--- config.mk ---
export PLATFORM = sky130hd
export DESIGN_NAME = div_tima_timer_registers
export DESIGN_NICKNAME = d
export VERILOG_FILES = /design/src/hdl/tdt_pkg.sv /design/src/hdl/div_tima_timer_registers.sv /design/src/hdl/tdt_core.sv
export SDC_FILE = /design/constraint.sdc
export NUM_CORES = 1
export LEC_CHECK = 0
export BUFFER_PORTS_ARGS = -buffer_cell sky130_fd_sc_hd__buf_2
export CAP_MARGIN = 20
export CORE_MARGIN = 3
export CORE_UTILIZATION = 30
export CTS_CLUSTER_DIAMETER = 120
export DETAILED_ROUTE_END_ITERATION = 8
export GPL_TIMING_DRIVEN = 1
export PLACE_DENSITY = 0.49
export SLEW_MARGIN = 10
export SYNTH_ARGS = -nofsm -noshare
export SYNTH_HDL_FRONTEND = slang
export SYNTH_SLANG_ARGS = --single-unit
--- constraint.sdc ---
create_clock -name clk -period 5.09 [get_ports clk]
set_input_delay 1.018 -clock clk [delete_from_list [all_inputs] [get_ports clk]]
set_output_delay 1.018 -clock clk [all_outputs]
set_load 0.02 [all_outputs]
--- src/hdl/tdt_pkg.sv ---
// Shared types and constants for the DIV/TIMA/TMA/TAC timer block.
// Beat payload structs, opcode and register codes, divider tap selection.
// No dependencies.
package tdt_pkg;

  typedef struct packed {
    logic [3:0] elapsed_cycles;
    logic [1:0] opcode;
    logic [1:0] reg_select;
    logic [7:0] write_data;
  } in_item_t;

  typedef struct packed {
    logic [7:0] read_data;
    logic       timer_irq;
    logic [1:0] frame_clocks;
  } out_item_t;

  localparam logic [1:0] OP_TIME  = 2'd0;
  localparam logic [1:0] OP_READ  = 2'd1;
  localparam logic [1:0] OP_WRITE = 2'd2;

  localparam logic [1:0] REG_DIV  = 2'd0;
  localparam logic [1:0] REG_TIMA = 2'd1;
  localparam logic [1:0] REG_TMA  = 2'd2;
  localparam logic [1:0] REG_TAC  = 2'd3;

  localparam logic [3:0] MAX_ELAPSED = 4'd8;
  localparam logic [7:0] TAC_UNUSED  = 8'hF8;

  localparam logic [3:0] FRAME_BIT_NORMAL = 4'd12;
  localparam logic [3:0] FRAME_BIT_DOUBLE = 4'd13;

  // Divider bit that clocks TIMA for each TAC clock choice.
  function automatic logic [3:0] tap_index(input logic [1:0] choice);
    logic [3:0] idx;
    unique case (choice)
      2'd0:    idx = 4'd9;
      2'd1:    idx = 4'd3;
      2'd2:    idx = 4'd5;
      default: idx = 4'd7;
    endcase
    return idx;
  endfunction

endpackage

--- src/hdl/div_tima_timer_registers.sv ---
// Timer block top level: input register, step logic, result register.
// A beat is held in the input register once accepted; the input register feeds
// the step logic and the result register captures it when the beat advances.
// Throughput one beat per cycle; a stalled result holds the input register, and
// a new beat moves in on the same edge that the waiting result drains.
// Reset (synchronous, active high) clears all timer state, the speed select and
// both valid flags. Depends on tdt_pkg and tdt_core.
module div_tima_timer_registers import tdt_pkg::*; (
  input  logic      clk,
  input  logic      rst,
  input  logic      in_valid,
  output logic      in_ready,
  input  in_item_t  in_item,
  output logic      out_valid,
  input  logic      out_ready,
  output out_item_t out_item,
  input  logic      cfg_wr_en,
  input  logic      cfg_wr_data
);

  logic      dbl_speed;
  logic      stage_valid;
  in_item_t  stage_item;
  logic      advance;
  out_item_t step_result;

  // Step the held beat when the result register is free or draining.
  assign advance  = stage_valid && (!out_valid || out_ready);
  assign in_ready = !stage_valid || advance;

  tdt_core u_core (
    .clk       (clk),
    .rst       (rst),
    .dbl_speed (dbl_speed),
    .fire      (advance),
    .item      (stage_item),
    .result    (step_result)
  );

  always_ff @(posedge clk) begin
    if (rst) begin
      dbl_speed   <= 1'b0;
      stage_valid <= 1'b0;
      out_valid   <= 1'b0;
    end else begin
      if (cfg_wr_en) begin
        dbl_speed <= cfg_wr_data;
      end
      if (in_ready) begin
        stage_valid <= in_valid;
      end
      if (advance) begin
        out_valid <= 1'b1;
      end else if (out_ready) begin
        out_valid <= 1'b0;
      end
    end
  end

  always_ff @(posedge clk) begin
    if (in_valid && in_ready) begin
      stage_item <= in_item;
    end
    if (advance) begin
      out_item <= step_result;
    end
  end

endmodule

--- src/hdl/tdt_core.sv ---
// Timer state and the single-pass step logic for one beat.
// Holds DIV, TIMA, TMA, TAC and the reload flags; depends on tdt_pkg.
module tdt_core import tdt_pkg::*; (
  input  logic      clk,
  input  logic      rst,
  input  logic      dbl_speed,
  input  logic      fire,
  input  in_item_t  item,
  output out_item_t result
);

  logic [15:0] divider, divider_next;
  logic [7:0]  tima_count, tima_count_next;
  logic [7:0]  tma_modulo, tma_modulo_next;
  logic [1:0]  clock_choice, clock_choice_next;
  logic        timer_enable, timer_enable_next;
  logic        reload_pending, reload_pending_next;
  logic        just_reloaded, just_reloaded_next;

  logic [3:0]  el;
  logic        has_time;
  logic [3:0]  tap;
  logic [3:0]  fbit;
  logic [15:0] div_adv;
  logic [15:0] div1;
  logic [7:0]  tima1, tima2, tima_inc, tac_inc;
  logic        rp1, rp2, jr1;
  logic        irq_time, edge_time, frame_time;
  logic        edge_div, frame_div;
  logic        was_on, now_on;
  logic [3:0]  new_tap;
  logic        irq;
  logic [1:0]  frames;
  logic [7:0]  rd;

  assign el       = (item.elapsed_cycles > MAX_ELAPSED) ? MAX_ELAPSED : item.elapsed_cycles;
  assign has_time = (el != 4'd0);
  assign tap      = tap_index(clock_choice);
  assign fbit     = dbl_speed ? FRAME_BIT_DOUBLE : FRAME_BIT_NORMAL;
  assign div_adv  = divider + {12'd0, el};

  // Time update: pending reload first, then the divider advance.
  assign irq_time   = has_time && reload_pending;
  assign tima1      = irq_time ? tma_modulo : tima_count;
  assign rp1        = irq_time ? 1'b0 : reload_pending;
  assign jr1        = has_time ? irq_time : just_reloaded;
  assign edge_time  = has_time && timer_enable && divider[tap] && !div_adv[tap];
  assign frame_time = has_time && divider[fbit] && !div_adv[fbit];
  assign tima_inc   = tima1 + 8'd1;
  assign tima2      = edge_time ? tima_inc : tima1;
  assign rp2        = (edge_time && tima_inc == 8'd0) ? 1'b1 : rp1;
  assign div1       = has_time ? div_adv : divider;

  // Falling edges caused by a DIV write dropping the divider to zero.
  assign edge_div  = timer_enable && div1[tap];
  assign frame_div = div1[fbit];
  assign tac_inc   = tima2 + 8'd1;

  // TAC glitch: selected signal going from one to zero.
  assign new_tap = tap_index(item.write_data[1:0]);
  assign was_on  = timer_enable && div1[tap];
  assign now_on  = item.write_data[2] && div1[new_tap];

  always_comb begin
    divider_next        = div1;
    tima_count_next     = tima2;
    tma_modulo_next     = tma_modulo;
    clock_choice_next   = clock_choice;
    timer_enable_next   = timer_enable;
    reload_pending_next = rp2;
    just_reloaded_next  = jr1;
    irq                 = irq_time;
    frames              = {1'b0, frame_time};
    rd                  = 8'd0;
    case (item.opcode)
      OP_READ: begin
        unique case (item.reg_select)
          REG_DIV:  rd = div1[15:8];
          REG_TIMA: rd = tima2;
          REG_TMA:  rd = tma_modulo;
          REG_TAC:  rd = TAC_UNUSED | {5'd0, timer_enable, clock_choice};
        endcase
      end
      OP_WRITE: begin
        unique case (item.reg_select)
          REG_DIV: begin
            divider_next = 16'd0;
            if (edge_div) begin
              tima_count_next = tac_inc;
              if (tac_inc == 8'd0) begin
                reload_pending_next = 1'b1;
              end
            end
            if (frame_div) begin
              frames = frames + 2'd1;
            end
          end
          REG_TIMA: begin
            reload_pending_next = 1'b0;
            if (!jr1) begin
              tima_count_next = item.write_data;
            end
          end
          REG_TMA: begin
            tma_modulo_next = item.write_data;
            if (jr1) begin
              tima_count_next = item.write_data;
            end
          end
          REG_TAC: begin
            clock_choice_next = item.write_data[1:0];
            timer_enable_next = item.write_data[2];
            if (was_on && !now_on) begin
              if (tac_inc == 8'd0) begin
                // Wrap here reloads at once.
                tima_count_next     = tma_modulo;
                reload_pending_next = 1'b0;
                just_reloaded_next  = 1'b1;
                irq                 = 1'b1;
              end else begin
                tima_count_next = tac_inc;
              end
            end
          end
        endcase
      end
      default: ;
    endcase
  end

  assign result.read_data    = rd;
  assign result.timer_irq    = irq;
  assign result.frame_clocks = frames;

  always_ff @(posedge clk) begin
    if (rst) begin
      divider        <= 16'd0;
      tima_count     <= 8'd0;
      tma_modulo     <= 8'd0;
      clock_choice   <= 2'd0;
      timer_enable   <= 1'b0;
      reload_pending <= 1'b0;
      just_reloaded  <= 1'b0;
    end else if (fire) begin
      divider        <= divider_next;
      tima_count     <= tima_count_next;
      tma_modulo     <= tma_modulo_next;
      clock_choice   <= clock_choice_next;
      timer_enable   <= timer_enable_next;
      reload_pending <= reload_pending_next;
      just_reloaded  <= just_reloaded_next;
    end
  end

  a_irq_marks_reload: assert property (@(posedge clk) disable iff (rst)
    fire && result.timer_irq |=> just_reloaded)
    else $error("timer interrupt without reload mark");

  a_pending_reloads: assert property (@(posedge clk) disable iff (rst)
    fire && reload_pending && item.elapsed_cycles != 4'd0 |-> result.timer_irq)
    else $error("pending reload did not raise interrupt");

  a_div_write_clears: assert property (@(posedge clk) disable iff (rst)
    fire && item.opcode == OP_WRITE && item.reg_select == REG_DIV |=> divider == 16'd0)
    else $error("DIV write did not clear divider");

  a_hold_when_idle: assert property (@(posedge clk) disable iff (rst)
    !fire |=> $stable(divider) && $stable(tima_count) && $stable(reload_pending))
    else $error("timer state moved without a beat");

endmodule

# Word-level counts from Yosys, hierarchy flattened
# Index checks and enable logic that the tools add are counted.
# word_totals
reg_bits,67
input_bits,22
output_inout_bits,13
elab_cells,117
# op_classes
addsub,4
magnitude_cmp,4
n_eq_ne,9
n_mux,53
n_reduce_logical,29
# ops
op,count
$mux W8,8
$pmux W8 S4,2
$mux W16,3
$mux W1,29
$bmux W1 S4,7
$pmux W4 S3,2
$add A16 B4 Y16,1
$add A8 B1 Y8 const B,2
$logic_not A8 Y1,2
$lt A4 B5 Y1 const B,3
$logic_and A1 B1 Y1,12
$eq A2 B2 Y1 const B,5
$reduce_and A3 Y1,3
$eq A2 B1 Y1 const B,4
$logic_not A2 Y1,3
$logic_not A1 Y1,5
$gt A4 B4 Y1 const B,1
$mux W4,1
$reduce_bool A4 Y1,1
$pmux W1 S3,1
$add A1 B1 Y2 const B,1
$logic_or A1 B1 Y1,2
$reduce_bool A2 Y1,1

# Logic depth before layout (Yosys ltp)
# logic_depth
word_depth,14
mapped_depth,18
mapped_depth_nobuf,15

# Modules after synthesis
# Synthesis repeated with hierarchy kept, for this count alone.
# hier_totals
cells_unflattened,653
area_unflattened_um2,5205.0
# modules_own_cells
module,instances,cells_per_inst,area_each_um2,seq_area_each_um2
tdt_core,1,613,4256.6,740.7
div_tima_timer_registers,1,40,948.4,870.8

# Least setup slack after synthesis
# Ideal clock, no wire load.
# synth_path
path_type,register to register
startpoint,register stage_item[15] in the netlist's numbering
endpoint,register u_core.tima_count[4]
setup_ns,0.084
arrival_ns,4.592
required_time_ns,5.006
slack_ns,0.414
path_stages_with_launch,19
path_buffers,3
period_less_slack_ns,4.676
cell_sequence,edfxtp_1 -> nor2b_1 -> ha_1 -> a211oi_1 -> or4_1 -> o41ai_2 -> a2111o_1 -> buf_2 -> nand3_1 -> and2_1 -> clkbuf_1 -> ha_1 -> and4_1 -> a2bb2o_4 -> or4b_4 -> a32oi_2 -> buf_6 -> a311oi_1 -> o31ai_2
# synth_between
elab_chain_cells,14
elab_cells_between_ends,33
classes_between,add/sub (3); order compare (1); mux (18); reduce/logical (11)
# synth_rtl
item,line_no,text
start: declaration,div_tima_timer_registers.sv:23,in_item_t stage_item;
start signal: assignment,div_tima_timer_registers.sv:62,stage_item <= in_item;
$gt A4 B4 Y1,tdt_core.sv:36,assign el = (item.elapsed_cycles > MAX_ELAPSED) ? MAX_ELAPSED : item.elapsed_cycles;
$mux W4 (*),tdt_core.sv:36,
$add A16 B4 Y16,tdt_core.sv:40,"assign div_adv = divider + {12'd0, el};"
$bmux W1 S4,tdt_core.sv:47,assign edge_time = has_time && timer_enable && divider[tap] && !div_adv[tap];
$mux W1 (not written as such),tdt_core.sv:47,
$logic_not A1 Y1,tdt_core.sv:47,
$logic_and A1 B1 Y1,tdt_core.sv:47,
$mux W8,tdt_core.sv:50,assign tima2 = edge_time ? tima_inc : tima1;
$add A8 B1 Y8,tdt_core.sv:57,assign tac_inc = tima2 + 8'd1;
$logic_not A8 Y1,tdt_core.sv:114,if (tac_inc == 8'd0) begin
$mux W8,tdt_core.sv:114,
$mux W8,tdt_core.sv:113,if (was_on && !now_on) begin
$pmux W8 S4,tdt_core.sv:85,unique case (item.reg_select)
$mux W8 (*),tdt_core.sv:75,case (item.opcode)
end signal: assignment,tdt_core.sv:146,tima_count <= tima_count_next;
end: declaration,tdt_core.sv:13,"logic [7:0] tima_count, tima_count_next;"
# Every way passes the cells marked *; elsewhere a longest branch is shown, timed or not. The select of a mux whose other input is x is not followed.
# A chain may end at the register's enable or synchronous reset.

==> results.md <==
* Status: complete, no violations
* Synth cell types at 84
* Critical path's top delay family: compound AO/OA/AOI/OAI gates
* H-tree levels at 3
* Worst Hold Path Cells at 2
* CP Data Required Time at 5.24 ns
* Worst Hold End: out_valid
* Total power at 1.45 mW
* Tmin final at 4.83 ns
* TritonCTS clock tree: yes
* DR vias/cell at 5.81
* # diodes at 0
* Sequential Power Share at 41.4%
* Ports at 35
* #FFs+latches synth at 67
* Initial DRT Pass Iterations at 5
* Die W at 134 µm
* Leak at 2.06 nW
* Cell Pwr Density at 252 nW/µm²
* Avg Cell Area, Syn at 8.46 µm²
* DR vias at 4865
* Post-route DRC at 0
* Hold Buf Count CTS at 0
* Worst setup margin at 0.263 ns
* Maxcap violations at 0
* R2R depth at 16
* Final Hold Fails at 0
* Tcrit/Tclk final at 94.8%
* Mapped Area at 4920 µm²
* Initial Utilization at 30.9%
* Crit path DAT at 4.98 ns
* Core ar. at 15900 µm²
* Post-synth EDFFs at 27
* Reg-to-reg setup timing slack at 0.26 ns
* Die ar. at 18000 µm²
* Worst-Skew Late Latency at 0.34 ns
* Setup TNS at 0 ns
* FMAX at 207 MHz
* Largest stage delay, worst path at 0.52 ns
* FF-to-FF Start: stage_item[15]
* Tightest Pin Transition at 1.02 ns
* Initial antenna violation count at 0
* Sink Count at 67
* Slowest stage cell, crit path: or4b_4
* Syn Nets at 612
* Wire per inst at 19.5 µm
* Capturing point of the worst reg2reg path: out_item[2]
* Yosys top cell area share at 16.5%
* Reg clk slew, reported paths at 0.06 ns
* Vias in the first global route at 4709
* Crit. End Element: flop
* Final ANT Viol Nets at 0
* Area leader, netlist: edfxtp_1
* Die Ht at 134 µm
* CP Class: flop to flop
* Largest cells by area after synthesis: edfxtp_1 (16%), dfxtp_1 (16%), nor2_1 (5.3%)
* Post-DP HPWL at 12.0 mm
* Switching Share at 25.8%
* Share of cells above drive strength 1 at 17.1%
* Max-slew violations at 0
* Routed wire length at 16.4 mm
* Post-synth top flop: dfxtp_1
* Max transition margin at 31.5%
* Row count at 46
* Critical Path Fanout Max at 7
* Hold_sp: stage_valid
* Hold Path Class: flop to flop
* YS warnings at 0
* Clock skew at 0.00664 ns
* GRT Total Usage at 18.6%
* Pin count of the biggest net entering global routing at 43
* GPL Wtd Cong at 0.962
* CTS Buf Count at 9
* Area grow syn2layout at 16.8%
* Finished Core Util at 36.0%
* First-pass GRT wire length at 26.4 mm
* Iter 0 DRT Violations at 508
* CTS Buffer Depth at 2
* Fraction of the yosys area taken by sequential cells at 32.7%
* Buf/Inv on CP at 1
* RSZ-0062 raised after global routing: false
* Clock Root Buffer: clkbuf_16
* Final net count at 646
* Comb pwr share at 12.2%
* Post-Syn Instances at 582
* Setup violators final at 0
* Internal power at 1.08 mW
* I/O Buffers at 34
* VDD IR max at 0.140 mV
* Placement Setup Slack at 0.0247 ns
* Worst Setup Start Kind: flop
* DP Cell Count at 819
* CP Cell Sequence: buf_4 > nor2b_1 > ha_1 > o21ai_1 > o21ai_0 > o31ai_1 > a2111oi_4 > nor2_1 > mux2_2 > ha_1 > and4_1 > a2bb2o_4 > or4b_4 > a32oi_2 > nand2_1 > o31ai_1
* Post-route insts no fill at 837
* Clock power frac at 46.4%
* Ys async rst share at 0%
* Switch Pwr at 0.374 mW
* Remaining Overflow, GRT at 0
-- routing by layer --
metal	up-vias	share of wire [%]	track usage, %
met5	-	0	0
met4	0	1.9	5.83
met3	25	7.5	4.65
met2	235	43	27.8
met1	2333	47	26.6
li1	2272	-	-
-- cells in the final DEF (no fill, tap or decap), drive strengths merged, types with 9 or more instances in the layout --
master,instances
nor2,69
nand2,60
buf,59
dfxtp,40
o21ai,37
a21oi,29
edfxtp,27
mux2i,25
nand3,25
xnor2,20
nor3,12
clkbuf,12
nand2b,10
a22oi,10
nand4,9
-- final cells by class --
cell class | instances | area, µm²
clock buffer | 12 | 278
clock inverter | 4 | 45.0
fill | 1657 | 10200
inverter | 6 | 22.5
multi-input combinational | 473 | 3160
sequential | 67 | 1610
tap | 216 | 270
timing repair buffer | 59 | 358
-- registers in the layout (all words and copies together) (netlist names) --
| signal | count |
|---|---|
| out_valid | 1 |
| stage_item | 16 |
| u_core.clock_choice | 2 |
| u_core.tma_modulo | 8 |
| u_core.timer_enable | 1 |
| u_core.divider | 16 |
| out_item | 11 |
| u_core.reload_pending | 1 |
| dbl_speed | 1 |
| u_core.tima_count | 8 |
| stage_valid | 1 |
| u_core.just_reloaded | 1 |
-- worst register-to-register path, cell delays in order (launching register included) --
cell       delay, ns
edfxtp_1        0.39
buf_4           0.19
nor2b_1         0.14
ha_1            0.27
o21ai_1         0.15
o21ai_0         0.19
o31ai_1         0.17
a2111oi_4       0.49
nor2_1          0.11
mux2_2          0.31
ha_1            0.29
and4_1          0.29
a2bb2o_4        0.26
or4b_4          0.52
a32oi_2         0.40
nand2_1         0.16
o31ai_1         0.32
-- how the worst max path moves through the flow --
stage                   start                     to  slack [ns]  depth (start not counted)
5_1_grt        stage_item[15]   u_core.tima_count[2]        0.01                         17
3_3_place_gp   stage_item[15]  u_core.reload_pending        0.24                         16
6_report       stage_item[15]            out_item[2]        0.26                         16
3_5_place_dp   stage_item[15]            out_item[2]        0.02                         15
4_1_cts        stage_item[15]            out_item[2]       0.005                         15
2_1_floorplan  stage_item[15]   u_core.tima_count[4]        0.41                         18
-- cells by family (layout without fill, tap and decap cells) --
kind of cell               after synthesis  in the layout  synth area share, %
xor gates and xnor gates                27             27                 4.81
DFF                                     67             67                 32.7
adders and majority gates                8              8                 2.19
AOI/OAI and AO/OA                      169            169                 25.8
other                                    1              1               0.0762
buffers and inverters                   42             81                 3.51
muxes                                   32             32                 7.45
and+or+nand+nor                        236            236                 23.5
-- synth_stat cells (4+ instances only) --
| master | n |
|---|---|
| ha_1 | 7 |
| and2_1 | 7 |
| nand2_1 | 60 |
| nor4_1 | 7 |
| or2_2 | 5 |
| o221ai_1 | 5 |
| a221oi_1 | 5 |
| nor2b_1 | 6 |
| a22oi_1 | 10 |
| nand4_1 | 9 |
| o21ai_0 | 36 |
| edfxtp_1 | 27 |
| xnor2_1 | 20 |
| nand3_1 | 24 |
| nor2_1 | 69 |
| mux2i_1 | 25 |
| o211ai_1 | 4 |
| buf_2 | 6 |
| clkbuf_1 | 27 |
| a21o_1 | 4 |
| a31oi_1 | 8 |
| a21oi_1 | 29 |
| xor2_1 | 7 |
| nor3_1 | 12 |
| nand3b_1 | 4 |
| o21a_1 | 6 |
| inv_1 | 5 |
| nand2b_1 | 10 |
| dfxtp_1 | 40 |
| o31ai_1 | 6 |
| and3_1 | 6 |
-- power groups by stage --
stage          clock network, mW  registers [mW]  logic [mW]
2_1_floorplan                  0           0.608       0.110
3_3_place_gp                   0           0.611       0.173
3_5_place_dp                   0           0.612       0.173
4_1_cts                    0.691           0.600       0.174
5_1_grt                    0.721           0.603       0.194
6_report                   0.673           0.601       0.177
-- per-stage QoR --
stage               instance area (µm²)  hold slack [ns]
detailed placement                 5400            0.504
global route                       5750            0.547
finish                             5750            0.520
floorplan                          4920            0.460
global placement                   5400            0.506
CTS                                5720            0.524
-- what timing repair did --
action	4_1_cts	5_1_grt
resized for setup	0	4
setup buffers	0	2
endpoints found under the setup margin	0	11
Note: power is estimated with default switching activity, not from simulation.
